**config.mk**
```make
export PLATFORM = sky130hd
export DESIGN_NAME = tcct_fifo
export DESIGN_NICKNAME = d
export VERILOG_FILES = /design/src/hdl/tcct_pkg.sv /design/src/hdl/tcct_fifo.sv
export SDC_FILE = /design/constraint.sdc
export NUM_CORES = 1
export LEC_CHECK = 0
export BUFFER_PORTS_ARGS = -buffer_cell sky130_fd_sc_hd__buf_2
export CAP_MARGIN = 25
export CELL_PAD_IN_SITES_DETAIL_PLACEMENT = 0
export CELL_PAD_IN_SITES_GLOBAL_PLACEMENT = 1
export CORE_MARGIN = 2
export CORE_UTILIZATION = 36
export CTS_BUF_LIST = sky130_fd_sc_hd__clkbuf_4
export CTS_CLUSTER_DIAMETER = 60
export DETAILED_ROUTE_END_ITERATION = 10
export PLACE_DENSITY_LB_ADDON = 0.1
export SLEW_MARGIN = 20
export SYNTH_ARGS = -nofsm -noshare
export SYNTH_HDL_FRONTEND = slang
export SYNTH_SLANG_ARGS = --single-unit
```
**constraint.sdc**
```tcl
create_clock -name clk -period 16.2 [get_ports clk]
set_input_delay 0.81 -clock clk [delete_from_list [all_inputs] [get_ports clk]]
set_output_delay 0.81 -clock clk [all_outputs]
set_load 0.1 [all_outputs]
```
**src/hdl/tcct_pkg.sv**
```systemverilog
`timescale 1ns / 1ps
// Package for the topic channel counter table: sizes, command and status
// codes, item and job structs, hash and counter helpers. No dependencies.
package tcct_pkg;

  localparam int TABLE_ROWS  = 16;
  localparam int KEY_BYTES   = 32;
  localparam int KEY_MAX     = KEY_BYTES - 1;
  localparam int KEY_W       = $clog2(KEY_BYTES);
  localparam int KEY_BITS    = KEY_MAX * 8;
  localparam int OCC_W       = $clog2(TABLE_ROWS + 1);
  localparam int ROW_IW      = (TABLE_ROWS > 1) ? $clog2(TABLE_ROWS) : 1;
  localparam int MAX_RESULTS = 32;
  localparam int QDEPTH      = 2;

  localparam logic [31:0] FNV_OFFSET = 32'd2166136261;

  localparam logic [1:0] CMD_TOPIC = 2'd0;
  localparam logic [1:0] CMD_START = 2'd1;
  localparam logic [1:0] CMD_STOP  = 2'd2;
  localparam logic [1:0] CMD_READ  = 2'd3;

  localparam logic [3:0] ST_HIT      = 4'd0;
  localparam logic [3:0] ST_NEW      = 4'd1;
  localparam logic [3:0] ST_FULL     = 4'd2;
  localparam logic [3:0] ST_EMPTY    = 4'd3;
  localparam logic [3:0] ST_NOKEY    = 4'd4;
  localparam logic [3:0] ST_INACTIVE = 4'd5;
  localparam logic [3:0] ST_ROWDATA  = 4'd6;
  localparam logic [3:0] ST_BADROW   = 4'd7;
  localparam logic [3:0] ST_CTRL     = 4'd8;

  localparam logic [1:0] JOB_TOPIC = 2'd0;
  localparam logic [1:0] JOB_CTRL  = 2'd1;
  localparam logic [1:0] JOB_READ  = 2'd2;

  typedef struct packed {
    logic [1:0] command;
    logic [7:0] topic_byte;
    logic       topic_last;
    logic [3:0] row_select;
  } in_item_t;

  typedef struct packed {
    logic [3:0]  status;
    logic [3:0]  row_number;
    logic [31:0] row_count;
    logic [7:0]  key_char;
    logic        final_result;
    logic [31:0] total_count;
    logic [31:0] other_count;
    logic [4:0]  rows_used;
    logic [31:0] change_seq;
    logic [31:0] key_hash;
  } out_item_t;

  typedef struct packed {
    logic [1:0]          kind;
    logic                start;
    logic                seen;
    logic [KEY_W-1:0]    len;
    logic [31:0]         hash;
    logic [KEY_BITS-1:0] key;
    logic [3:0]          sel;
  } job_t;

  function automatic logic [31:0] fnv_step(input logic [31:0] h, input logic [7:0] c);
    logic [31:0] x;
    x = h ^ {24'd0, c};
    return x + (x << 1) + (x << 4) + (x << 7) + (x << 8) + (x << 24);
  endfunction

  function automatic logic [31:0] sat_inc(input logic [31:0] v, input logic [31:0] lim);
    return (v < lim) ? v + 32'd1 : v;
  endfunction

  function automatic logic [KEY_BITS-1:0] key_mask(input logic [KEY_W-1:0] len);
    logic [KEY_BITS-1:0] m;
    for (int i = 0; i < KEY_MAX; i++) begin
      m[i*8 +: 8] = (i < int'(len)) ? 8'hFF : 8'h00;
    end
    return m;
  endfunction

endpackage

```
**src/hdl/tcct_fifo.sv**
```systemverilog
`timescale 1ns / 1ps
// Short job queue between the parser front and the table back.
// Depends on tcct_pkg.
module tcct_fifo import tcct_pkg::*; (
  input  logic clk,
  input  logic rst_n,
  input  logic push,
  input  job_t push_job,
  output logic full,
  input  logic pop,
  output job_t pop_job,
  output logic empty
);
  localparam int PW = (QDEPTH > 1) ? $clog2(QDEPTH) : 1;
  localparam int CW = $clog2(QDEPTH + 1);

  job_t          mem_r [QDEPTH];
  logic [PW-1:0] wp_r, rp_r;
  logic [CW-1:0] cnt_r;

  assign full    = (cnt_r == CW'(QDEPTH));
  assign empty   = (cnt_r == '0);
  assign pop_job = mem_r[rp_r];

  always_ff @(posedge clk) begin
    if (!rst_n) begin
      wp_r  <= '0;
      rp_r  <= '0;
      cnt_r <= '0;
    end else begin
      if (push) wp_r <= (wp_r == PW'(QDEPTH - 1)) ? '0 : wp_r + PW'(1);
      if (pop)  rp_r <= (rp_r == PW'(QDEPTH - 1)) ? '0 : rp_r + PW'(1);
      cnt_r <= cnt_r + CW'(push) - CW'(pop);
    end
  end

  always_ff @(posedge clk) begin
    if (push) mem_r[wp_r] <= push_job;
  end
endmodule

```
==> flow_summary.yaml <==
setup_path:
  timing.critical_path.to_type: "output port"
  rrSetupSlack_ps: 13150
  startpoint_of_the_worst_slack_reg_to_reg_timing_path: "wp_r"
  worstSetupStartpointType: "flop"
  setup.worst_path.class: "reg2out"
  timing.critical_path.required_ps: 15390
  cp_max_fo: 132
  rr_worst_depth: 3
  worst-endpoint-arrival_ps: 3540
  crit-reg2reg-capture: "mem_r[0][88]"
yosys:
  synth_largest_type_area_fraction: 0.781
  syn_inst: 933
  synth_top_cell_by_area: "sky130_fd_sc_hd__edfxtp_1"
  synthesis.area_per_instance_um2: 24.2
  synth_area_leaders: "sky130_fd_sc_hd__edfxtp_1 (78%), sky130_fd_sc_hd__mux2_4 (18%), sky130_fd_sc_hd__mux2_2 (1.1%)"
  syn_area_um2: 22500
  portion_of_the_post_synthesis_area_used_by_sequential_elements: 0.785
  ys_seq_elements: 591
  yosysUniqueCellTypes: 15
  synth_fp_nets: 1232
  yosysWarningCount: 0
worst_hold_path:
  timing.hold.worst.start: "push"
  hold_path_class: "in2reg"
  min_to: "wp_r"
  timing.hold.worst_path_depth: 3
global_routing:
  maximum_number_of_pins_on_one_net_before_global_route_repair: 158
  global_route_wire_length_before_repair_um: 79200
  grt_antenna_before_repair: 9
  globalRouteTotalUtil: 0.167
  grt.overflow.total: 0
  first_global_vias: 13500
sta:
  slew_limit_headroom: 0.195
  worst_pin_slew_ps: 1210
  max_freq_mhz: 230
  timing.clock.skew_ps: 53.0
  final_min_period_over_clock_period: 0.269
  setup_violations: 0
  setup_repair_after_global_routing_missed_its_margin: "false"
  finalCriticalPeriod_ps: 4350
  final_slew_violations: 0
  finalSetupTns_ps: 0
  final.setup.worst_slack_ps: 11850
  final_hold_viol_count: 0
place:
  finalWeightedCongestion: 0.739
  dpl.hpwl_um: 35400
  portBuffers: 591
  dpl_worst_slack_ps: 12490
  dp_cells: 2336
layout:
  nNetsFinal: 2256
  final_layout_size_suffix_gt1_frac: 0.560
  synth_to_final_area_change_pct: 38.4
  final-instance-count-excl-fill: 2907
detailed_routing:
  drc: 0
  met2_wirelength_um: 27700
  route.met3.wl_um: 4930
  route.antenna.remaining_nets: 0
  wl_per_cell_um: 19.0
  drt-total-wl_um: 55200
  avgViaCountPerCell: 4.39
  highest-signal-layer: "met5"
  wl_met1_um: 20800
  drt_pass1_iterations: 6
  initialDrtViolationCount: 484
  via_count: 12700
outcome:
  run_status: "completed"
floorplan:
  die_width_um: 254
  rows: 91
  io-pin-count: 592
  die_area_um2: 64600
  die_height_um: 254
  floorplan.initialDensity: 0.365
  core_area_um2: 61800
power_and_ir_drop:
  worst_ir_drop_vdd_mv: 0.0715
  power.density_cell_area_nw_per_um2: 130
  cellLeakagePower_uw: 0.0125
clock_tree:
  clock_tree.root_cell: "sky130_fd_sc_hd__clkbuf_4"
  cts-htree-levels: 4
  post_cts_resize_count: 0
  cts_made_buffers: 162
  numClockSinks: 591
  clkLatencyLatePin_ps: 910
  cts.repair_timing.setup_buffer_count: 0
  cts_tree: "yes"
  clockBufferDepth: 3
  clkTransAtPathRegs_ps: 60
job:
  maxCapViolCount: 0
==> state kept, by name, summed over array words and instances, names as in the netlist, named ones only <==
signal and count:
cnt_r 2, mem_r 586, rp_r 1, wp_r 1
==> layout make-up <==
cell class              instances  area (um2)
clock inverters                20        92.6
clock buffers                 252        1890
well taps                     837        1050
multi-input cells             307        4440
fillers                      5380       30600
flip-flops and latches        591       17700
inverters                       2        7.51
diodes                          5        12.5
repair buffers                893        6010
==> worst max-delay path, cell delays in order, from the launching register on <==
cell	delay, ps
sky130_fd_sc_hd__dfxtp_4	880
sky130_fd_sc_hd__buf_12	680
sky130_fd_sc_hd__mux2_4	350
sky130_fd_sc_hd__buf_2	430
==> worst max path at each step <==
stage	endpoint	slack [ps]
2_1_floorplan	wp_r	1700
3_3_place_gp	mem_r[0][29]	12490
3_5_place_dp	mem_r[0][29]	12490
4_1_cts	pop_job[9]	11660
5_1_grt	pop_job[9]	11570
6_report	pop_job[84]	11850
==> per-stage QoR <==
step	hold WS, ps	power (uW)	util	cell area (um2)
after floorplan	555	2640	-	22500
after global placement	572	2760	0.425	26300
after detailed placement	569	2760	0.425	26300
after CTS	95.1	4140	0.505	31200
after global routing	154	4240	0.505	31200
final	285	4070	0.505	31200
==> cell usage after synthesis <==
library cell               instances
sky130_fd_sc_hd__dfxtp_1           5
sky130_fd_sc_hd__mux2_4          270
sky130_fd_sc_hd__nor2b_1           4
sky130_fd_sc_hd__ha_1              2
sky130_fd_sc_hd__xnor3_1           1
sky130_fd_sc_hd__buf_6            19
sky130_fd_sc_hd__o21a_1            1
sky130_fd_sc_hd__mux2_2           23
sky130_fd_sc_hd__buf_8            12
sky130_fd_sc_hd__and2_1            4
sky130_fd_sc_hd__buf_2             2
sky130_fd_sc_hd__xor2_1            1
sky130_fd_sc_hd__edfxtp_1        586
sky130_fd_sc_hd__nor2_1            1
sky130_fd_sc_hd__inv_1             2
==> report_power, final <==
| group | leakage, uW | internal (uW) | switching (uW) |
|---|---|---|---|
| sequential | 0.00554 | 1770 | 22.9 |
| combinational | 0.00579 | 250 | 742 |
| clock | 0.00121 | 697 | 582 |
| total | 0.0125 | 2720 | 1350 |
==> repair_timing <==
| item | 4_1_cts | 5_1_grt |
|---|---|---|
| setup endpoints to repair | 0 | 0 |
| hold buffers | 294 | 0 |
| hold endpoints to repair | 587 | 0 |
==> cell usage in the layout, fill, tap and decap left out, types with 2 or more instances in the layout <==
master                            n
sky130_fd_sc_hd__dfxtp_1          4
sky130_fd_sc_hd__edfxtp_1       586
sky130_fd_sc_hd__and2_1           3
sky130_fd_sc_hd__nor2b_1          3
sky130_fd_sc_hd__buf_12           4
sky130_fd_sc_hd__clkinv_4         2
sky130_fd_sc_hd__diode_2          5
sky130_fd_sc_hd__dlygate4sd3_1  294
sky130_fd_sc_hd__buf_2          591
sky130_fd_sc_hd__ha_1             2
sky130_fd_sc_hd__mux2_2          23
sky130_fd_sc_hd__mux2_4         270
sky130_fd_sc_hd__clkbuf_4       252
sky130_fd_sc_hd__clkinv_1        11
sky130_fd_sc_hd__clkinvlp_4       2
sky130_fd_sc_hd__inv_1            2
sky130_fd_sc_hd__buf_4            4
sky130_fd_sc_hd__inv_2            5
==> cell families (layout without fill, tap and decap cells) <==
| kind of cell | after synthesis | count (layout) | share of synthesized area |
|---|---|---|---|
| fa+ha+maj | 2 | 2 | 0.00111 |
| other cells | 0 | 5 | 0 |
| xor+xnor | 2 | 2 | 0.00139 |
| mux | 293 | 293 | 0.191 |
| flops | 591 | 591 | 0.785 |
| simple gates | 9 | 9 | 0.00239 |
| buf+inv | 35 | 1167 | 0.0183 |
| compound gates | 1 | 1 | 0.000333 |
==> per-layer routing <==
layer,GRT usage,vias up
li1,-,5890
met1,0.182,6259
met2,0.281,486
met3,0.0738,105
met4,0.0738,8
met5,0,-
(Power assumes the default switching activity.)
