[src/hdl/tcct_pkg.sv]
`timescale 1ns / 1ps
// Package for the topic channel counter table: sizes, command and status
// codes, item and job structs, hash and counter helpers. No dependencies.
package tcct_pkg;

  localparam int TABLE_ROWS  = 16;
  localparam int KEY_BYTES   = 32;
  localparam int KEY_MAX     = KEY_BYTES - 1;
  localparam int KEY_W       = $clog2(KEY_BYTES);
  localparam int KEY_BITS    = KEY_MAX * 8;
  localparam int OCC_W       = $clog2(TABLE_ROWS + 1);
  localparam int ROW_IW      = (TABLE_ROWS > 1) ? $clog2(TABLE_ROWS) : 1;
  localparam int MAX_RESULTS = 32;
  localparam int QDEPTH      = 2;

  localparam logic [31:0] FNV_OFFSET = 32'd2166136261;

  localparam logic [1:0] CMD_TOPIC = 2'd0;
  localparam logic [1:0] CMD_START = 2'd1;
  localparam logic [1:0] CMD_STOP  = 2'd2;
  localparam logic [1:0] CMD_READ  = 2'd3;

  localparam logic [3:0] ST_HIT      = 4'd0;
  localparam logic [3:0] ST_NEW      = 4'd1;
  localparam logic [3:0] ST_FULL     = 4'd2;
  localparam logic [3:0] ST_EMPTY    = 4'd3;
  localparam logic [3:0] ST_NOKEY    = 4'd4;
  localparam logic [3:0] ST_INACTIVE = 4'd5;
  localparam logic [3:0] ST_ROWDATA  = 4'd6;
  localparam logic [3:0] ST_BADROW   = 4'd7;
  localparam logic [3:0] ST_CTRL     = 4'd8;

  localparam logic [1:0] JOB_TOPIC = 2'd0;
  localparam logic [1:0] JOB_CTRL  = 2'd1;
  localparam logic [1:0] JOB_READ  = 2'd2;

  typedef struct packed {
    logic [1:0] command;
    logic [7:0] topic_byte;
    logic       topic_last;
    logic [3:0] row_select;
  } in_item_t;

  typedef struct packed {
    logic [3:0]  status;
    logic [3:0]  row_number;
    logic [31:0] row_count;
    logic [7:0]  key_char;
    logic        final_result;
    logic [31:0] total_count;
    logic [31:0] other_count;
    logic [4:0]  rows_used;
    logic [31:0] change_seq;
    logic [31:0] key_hash;
  } out_item_t;

  typedef struct packed {
    logic [1:0]          kind;
    logic                start;
    logic                seen;
    logic [KEY_W-1:0]    len;
    logic [31:0]         hash;
    logic [KEY_BITS-1:0] key;
    logic [3:0]          sel;
  } job_t;

  function automatic logic [31:0] fnv_step(input logic [31:0] h, input logic [7:0] c);
    logic [31:0] x;
    x = h ^ {24'd0, c};
    return x + (x << 1) + (x << 4) + (x << 7) + (x << 8) + (x << 24);
  endfunction

  function automatic logic [31:0] sat_inc(input logic [31:0] v, input logic [31:0] lim);
    return (v < lim) ? v + 32'd1 : v;
  endfunction

  function automatic logic [KEY_BITS-1:0] key_mask(input logic [KEY_W-1:0] len);
    logic [KEY_BITS-1:0] m;
    for (int i = 0; i < KEY_MAX; i++) begin
      m[i*8 +: 8] = (i < int'(len)) ? 8'hFF : 8'h00;
    end
    return m;
  endfunction

endpackage

[src/hdl/tcct_front.sv]
`timescale 1ns / 1ps
// Front part: accepts items, parses topic bytes into keys and hashes,
// and pushes one job per finished topic or command. Depends on tcct_pkg.
module tcct_front import tcct_pkg::*; (
  input  logic     clk,
  input  logic     rst_n,
  input  logic     in_valid,
  output logic     in_stall,
  input  in_item_t in_item,
  input  logic     q_full,
  output logic     q_push,
  output job_t     q_job
);
  logic [2:0]          prog_r, prog_nxt;
  logic                found_r, found_nxt, fbd_r, fbd_nxt, mkd_r, mkd_nxt;
  logic                seen_r, seen_nxt;
  logic [KEY_W-1:0]    fb_len_r, fb_len_nxt, mk_len_r, mk_len_nxt;
  logic [31:0]         fb_h_r, fb_h_nxt, mk_h_r, mk_h_nxt;
  logic [KEY_BITS-1:0] fb_key_r, fb_key_nxt, mk_key_r, mk_key_nxt;
  logic [7:0]          c;
  logic                acc;

  assign in_stall = q_full;
  assign acc      = in_valid && !q_full;
  assign c        = in_item.topic_byte;

  function automatic logic [2:0] mark_next(input logic [2:0] q, input logic [7:0] b);
    logic [2:0] r;
    r = 3'd0;
    case (q)
      3'd0: r = (b == "/") ? 3'd1 : 3'd0;
      3'd1: r = (b == "2") ? 3'd2 : ((b == "/") ? 3'd1 : 3'd0);
      3'd2: r = (b == "/") ? 3'd3 : 3'd0;
      3'd3: r = (b == "e") ? 3'd4 : ((b == "2") ? 3'd2 : ((b == "/") ? 3'd1 : 3'd0));
      3'd4: r = (b == "/") ? 3'd5 : 3'd0;
      default: r = 3'd0;
    endcase
    return r;
  endfunction

  always_comb begin
    prog_nxt   = prog_r;
    found_nxt  = found_r;
    fbd_nxt    = fbd_r;
    mkd_nxt    = mkd_r;
    seen_nxt   = seen_r;
    fb_len_nxt = fb_len_r;
    mk_len_nxt = mk_len_r;
    fb_h_nxt   = fb_h_r;
    mk_h_nxt   = mk_h_r;
    fb_key_nxt = fb_key_r;
    mk_key_nxt = mk_key_r;
    q_push     = 1'b0;
    q_job      = '0;
    if (acc) begin
      unique case (in_item.command)
        CMD_TOPIC: begin
          if (c != 8'd0) begin
            seen_nxt = 1'b1;
            if (!fbd_r) begin
              if (c == "/") begin
                fbd_nxt = 1'b1;
              end else if (fb_len_r < KEY_W'(KEY_MAX)) begin
                fb_key_nxt[fb_len_r*8 +: 8] = c;
                fb_len_nxt = fb_len_r + KEY_W'(1);
                fb_h_nxt   = fnv_step(fb_h_r, c);
              end
            end
            if (found_r) begin
              if (!mkd_r) begin
                if (c == "/") begin
                  mkd_nxt = 1'b1;
                end else if (mk_len_r < KEY_W'(KEY_MAX)) begin
                  mk_key_nxt[mk_len_r*8 +: 8] = c;
                  mk_len_nxt = mk_len_r + KEY_W'(1);
                  mk_h_nxt   = fnv_step(mk_h_r, c);
                end
              end
            end else begin
              prog_nxt = mark_next(prog_r, c);
              if (prog_nxt >= 3'd5) found_nxt = 1'b1;
            end
          end
          if (c == 8'd0 || in_item.topic_last) begin
            q_push     = 1'b1;
            q_job.kind = JOB_TOPIC;
            q_job.seen = seen_nxt;
            q_job.len  = found_nxt ? mk_len_nxt : fb_len_nxt;
            q_job.hash = found_nxt ? mk_h_nxt : fb_h_nxt;
            q_job.key  = found_nxt ? mk_key_nxt : fb_key_nxt;
            prog_nxt   = 3'd0;
            found_nxt  = 1'b0;
            fbd_nxt    = 1'b0;
            mkd_nxt    = 1'b0;
            seen_nxt   = 1'b0;
            fb_len_nxt = '0;
            mk_len_nxt = '0;
            fb_h_nxt   = FNV_OFFSET;
            mk_h_nxt   = FNV_OFFSET;
          end
        end
        CMD_START, CMD_STOP: begin
          q_push      = 1'b1;
          q_job.kind  = JOB_CTRL;
          q_job.start = (in_item.command == CMD_START);
        end
        CMD_READ: begin
          q_push     = 1'b1;
          q_job.kind = JOB_READ;
          q_job.sel  = in_item.row_select;
        end
        default: q_push = 1'b0;
      endcase
    end
  end

  always_ff @(posedge clk) begin
    if (!rst_n) begin
      prog_r   <= '0;
      found_r  <= 1'b0;
      fbd_r    <= 1'b0;
      mkd_r    <= 1'b0;
      seen_r   <= 1'b0;
      fb_len_r <= '0;
      mk_len_r <= '0;
      fb_h_r   <= FNV_OFFSET;
      mk_h_r   <= FNV_OFFSET;
    end else begin
      prog_r   <= prog_nxt;
      found_r  <= found_nxt;
      fbd_r    <= fbd_nxt;
      mkd_r    <= mkd_nxt;
      seen_r   <= seen_nxt;
      fb_len_r <= fb_len_nxt;
      mk_len_r <= mk_len_nxt;
      fb_h_r   <= fb_h_nxt;
      mk_h_r   <= mk_h_nxt;
    end
  end

  always_ff @(posedge clk) begin
    fb_key_r <= fb_key_nxt;
    mk_key_r <= mk_key_nxt;
  end
endmodule

[config.mk]
export PLATFORM = sky130hd
export DESIGN_NAME = tcct_front
export DESIGN_NICKNAME = d
export VERILOG_FILES = /design/src/hdl/tcct_pkg.sv /design/src/hdl/tcct_front.sv
export SDC_FILE = /design/constraint.sdc
export NUM_CORES = 2
export LEC_CHECK = 0
export ABC_AREA = 1
export BUFFER_PORTS_ARGS = -buffer_cell sky130_fd_sc_hd__clkbuf_2
export CORE_MARGIN = 4
export CORE_UTILIZATION = 62
export DETAILED_ROUTE_END_ITERATION = 7
export GPL_ROUTABILITY_DRIVEN = 1
export PLACE_DENSITY = 0.82
export SLEW_MARGIN = 25
export SYNTH_ARGS = -nofsm -noshare
export SYNTH_HDL_FRONTEND = slang
export SYNTH_SLANG_ARGS = --single-unit
[constraint.sdc]
create_clock -name clk -period 19.6 [get_ports clk]
set_input_delay 1.96 -clock clk [delete_from_list [all_inputs] [get_ports clk]]
set_output_delay 1.96 -clock clk [all_outputs]
set_load 0.01 [all_outputs]
==> run summary <==
Outcome: completed
Number of nets with antenna violations after routing: 0
Peak VDD IR: 68.0 uV
Biggest area consumer among synthesized cells: edfxtp_1
Worst-skew pair later-pin latency: 0.63 ns
Drt first-iter violations: 6151
Maximum fanout along the worst path: 10
Crit. End Element: primary output
Post-Route Setup TNS: 0 ns
Vias: 40785
Seq pwr share: 34.5%
Clock Tree Root: clkbuf_16
Die Y: 270 um
Post-route DRC: 0
Post-CTS Hold Buffers: 0
Drt via density: 5.98
CTS sink count: 577
Worst clock skew: 0.0287 ns
Critical path's slowest cell: o21ai_0
Largest net degree at the start of global routing: 191
Worst-case clock buffer depth: 3
Critical path class: input port to primary output
Die area: 72800 um^2
Synth Net Count: 6040
Total grt overflow: 0
CORE AREA: 67500 um^2
Max-Cap Viols: 0
Synth top area cells: edfxtp_1 35%, nand2_1 15%, fa_1 7.6%
Clk network pwr share: 31.5%
Commonest non-fill, non-tap cell in the layout: nand2_1
Distinct cell type count after synthesis: 50
Initial antenna violation count: 4
Gate power share: 34.1%
Synth async-reset ratio: 0%
Crit path buffers/inverters: 5
Top-area cell type share of the netlist area: 35.1%
Routed length per instance: 21.1 um
H-tree levels: 3
Net Switching: 0.00149 W
Vias in the first global route: 37781
RSZ-0062 raised after global routing: false
Power density over cell area: 85.0 nW/um^2
Cells after Synth: 5735
I/O pins: 314
Synth Register Bits: 577
Die X: 270 um
HPWL Detailed: 104000 um
Most used cell, CP: nand2_1
Post-CTS Setup Bufs: 0
Worst Path Arrival: 6.66 ns
TritonCTS buffer count: 66
Setup slack, reg-to-reg: 14.96 ns
Crit path max-delay family: adder cells
Post-CTS Resized: 0
CTS tree: done
Commonest non-fill, non-tap cells in the layout: 1670 x nand2_1, 830 x nor2_1, 710 x inv_1
Layout area overhead: 9.33%
Fmax: 116 MHz
Sequential share of the synthesized area: 38.9%
Worst-path clk slew: 0.06 ns
CP Data Required Time: 17.64 ns
Routed WL: 144000 um
Gpl congestion: 1.01
Synth warn: 0
DR pass1 iterations: 7
Place WS: 11.04 ns
CP endpoint: q_job[268]
Rel. slew slack: 20.1%
# setup viols final: 0
Cell count of the worst reg-to-reg path: 17
Slowest cell delay on critical path: 0.61 ns
Fin worst setup slack: 10.98 ns
First-pass GRT wire length: 219000 um
Crit path launch type: input port
Leak: 21.6 nW
Power Internal: 0.00246 W
Row Count: 95
Overall Global Routing Usage: 38.3%
Final Cycle Share: 44.0%
Synth Flop Type: edfxtp_1
Synthesized area per cell: 7.41 um^2
Port bufs: 313
Share of cells above drive strength 1: 10.1%
CP Cell Sequence: clkbuf_2, xnor2_1, inv_1, fa_1, ha_1, ha_1, ha_1, inv_1, fa_1, inv_1, nand3_1, nand3_1, nand2_1, nand3_1, nor2_1, o21ai_0, nand2_1, nand2_1, nand2_1, nor2_1, clkbuf_2
Worst-Margin Slew: 1.19 ns
Number of flops mapped to enable cells by yosys: 496
Area of the mapped netlist: 42500 um^2
CP startpoint: in_item[5]
Slew Limit Fails: 0
Stages on worst setup path: 21
Reg2reg start: fb_h_r[0]
Final hold slack: 0.465 ns
Switching Fraction: 37.8%
Reg2reg end: fb_h_r[18]
Final min period: 8.62 ns
Hold crit path type: flip-flop to flip-flop
Fin. Hold Viols: 0
Initial core utilization: 62.9%
Final nets: 6204
-- logic make-up (layout without fill, tap and decap cells) --
family / count (synthesis) / after routing / share of synthesized area [%]
buffers and inverters: 1003 / 1218 / 9.38
AOI/OAI and AO/OA: 672 / 672 / 8.21
DFF: 577 / 577 / 38.9
adders and majority gates: 286 / 286 / 11.3
and+or+nand+nor: 3146 / 3146 / 31.2
xor gates and xnor gates: 47 / 47 / 0.969
other: 0 / 1 / 0
muxes: 4 / 4 / 0.0942
-- through the flow --
stage	utilization (%)	std cells	total power (W)	instance area (um^2)
after CTS	68.7	6822	0.00391	46400
after detailed placement	65.6	6703	0.00269	44300
final	68.8	6824	0.00395	46500
after global routing	68.8	6824	0.00415	46500
after floorplan	-	5735	0.00227	42500
after global placement	65.6	6703	0.00269	44300
-- cells in the mapped netlist, types with 3 or more instances --
cell	instances
inv_1	711
nand3b_1	13
clkbuf_1	98
nand2_1	1674
nand4_1	84
xor2_1	13
ha_1	124
nor4_1	3
o21ai_2	5
and3_1	3
edfxtp_1	496
buf_2	102
o21ai_0	282
nand2_4	5
mux2i_1	4
fa_1	162
dfxtp_1	81
nor3_1	66
inv_2	39
nand4_4	6
nor2_2	19
buf_4	16
o21bai_1	12
nor3_4	5
a31oi_1	3
o22ai_1	4
and2_1	10
o211ai_1	11
xnor2_1	34
nor2_1	831
a21oi_1	201
nand4_2	5
nor2_4	19
or2_2	24
buf_6	4
nand3_1	348
nand2_2	25
buf_1	29
o21ai_1	139
o21a_1	10
-- worst min-delay path by stage --
stage                         start        end  cells past startpoint
final                        seen_r     seen_r                      2
after global routing      prog_r[2]  prog_r[2]                      2
after CTS                    seen_r     seen_r                      2
after detailed placement     seen_r     seen_r                      2
after global placement       seen_r     seen_r                      2
after floorplan              seen_r     seen_r                      2
-- routing by layer --
metal  routed length (um)  GRT usage, %
met5                   30             0
met4                 7720          17.8
met3                21400          12.0
met2                60000          54.7
met1                55000          53.4
-- worst min-delay path: cells and delay by family, from the launching register on --
kind                   cells  cell delay, ns
AOI/OAI and AO/OA          1            0.06
buffers and inverters      1            0.06
DFF                        1            0.30
-- sequential cells by signal (all words and copies together), names as in the netlist --
name	cells
found_r	1
fb_len_r	5
mk_len_r	5
mk_h_r	32
fb_key_r	248
seen_r	1
mkd_r	1
mk_key_r	248
fb_h_r	32
fbd_r	1
prog_r	3
-- power by group through the flow --
stage          clock, W  combinational [W]  sequential (W)
2_1_floorplan         0           0.000879         0.00140
3_3_place_gp          0            0.00130         0.00139
3_5_place_dp          0            0.00130         0.00139
4_1_cts         0.00124            0.00131         0.00136
5_1_grt         0.00130            0.00149         0.00136
6_report        0.00124            0.00134         0.00136
-- cell type report --
type                       instances  area [um^2]
multi-input combinational       4155        22000
fill                            5595        21100
sequential                       577        16500
inverter                         752         2840
timing repair buffer             347         1850
clock buffer                      84         1750
tap                              873         1090
clock inverter                    35          360
antenna                            1         2.50
No activity file was read; power rests on OpenSTA's default activity.
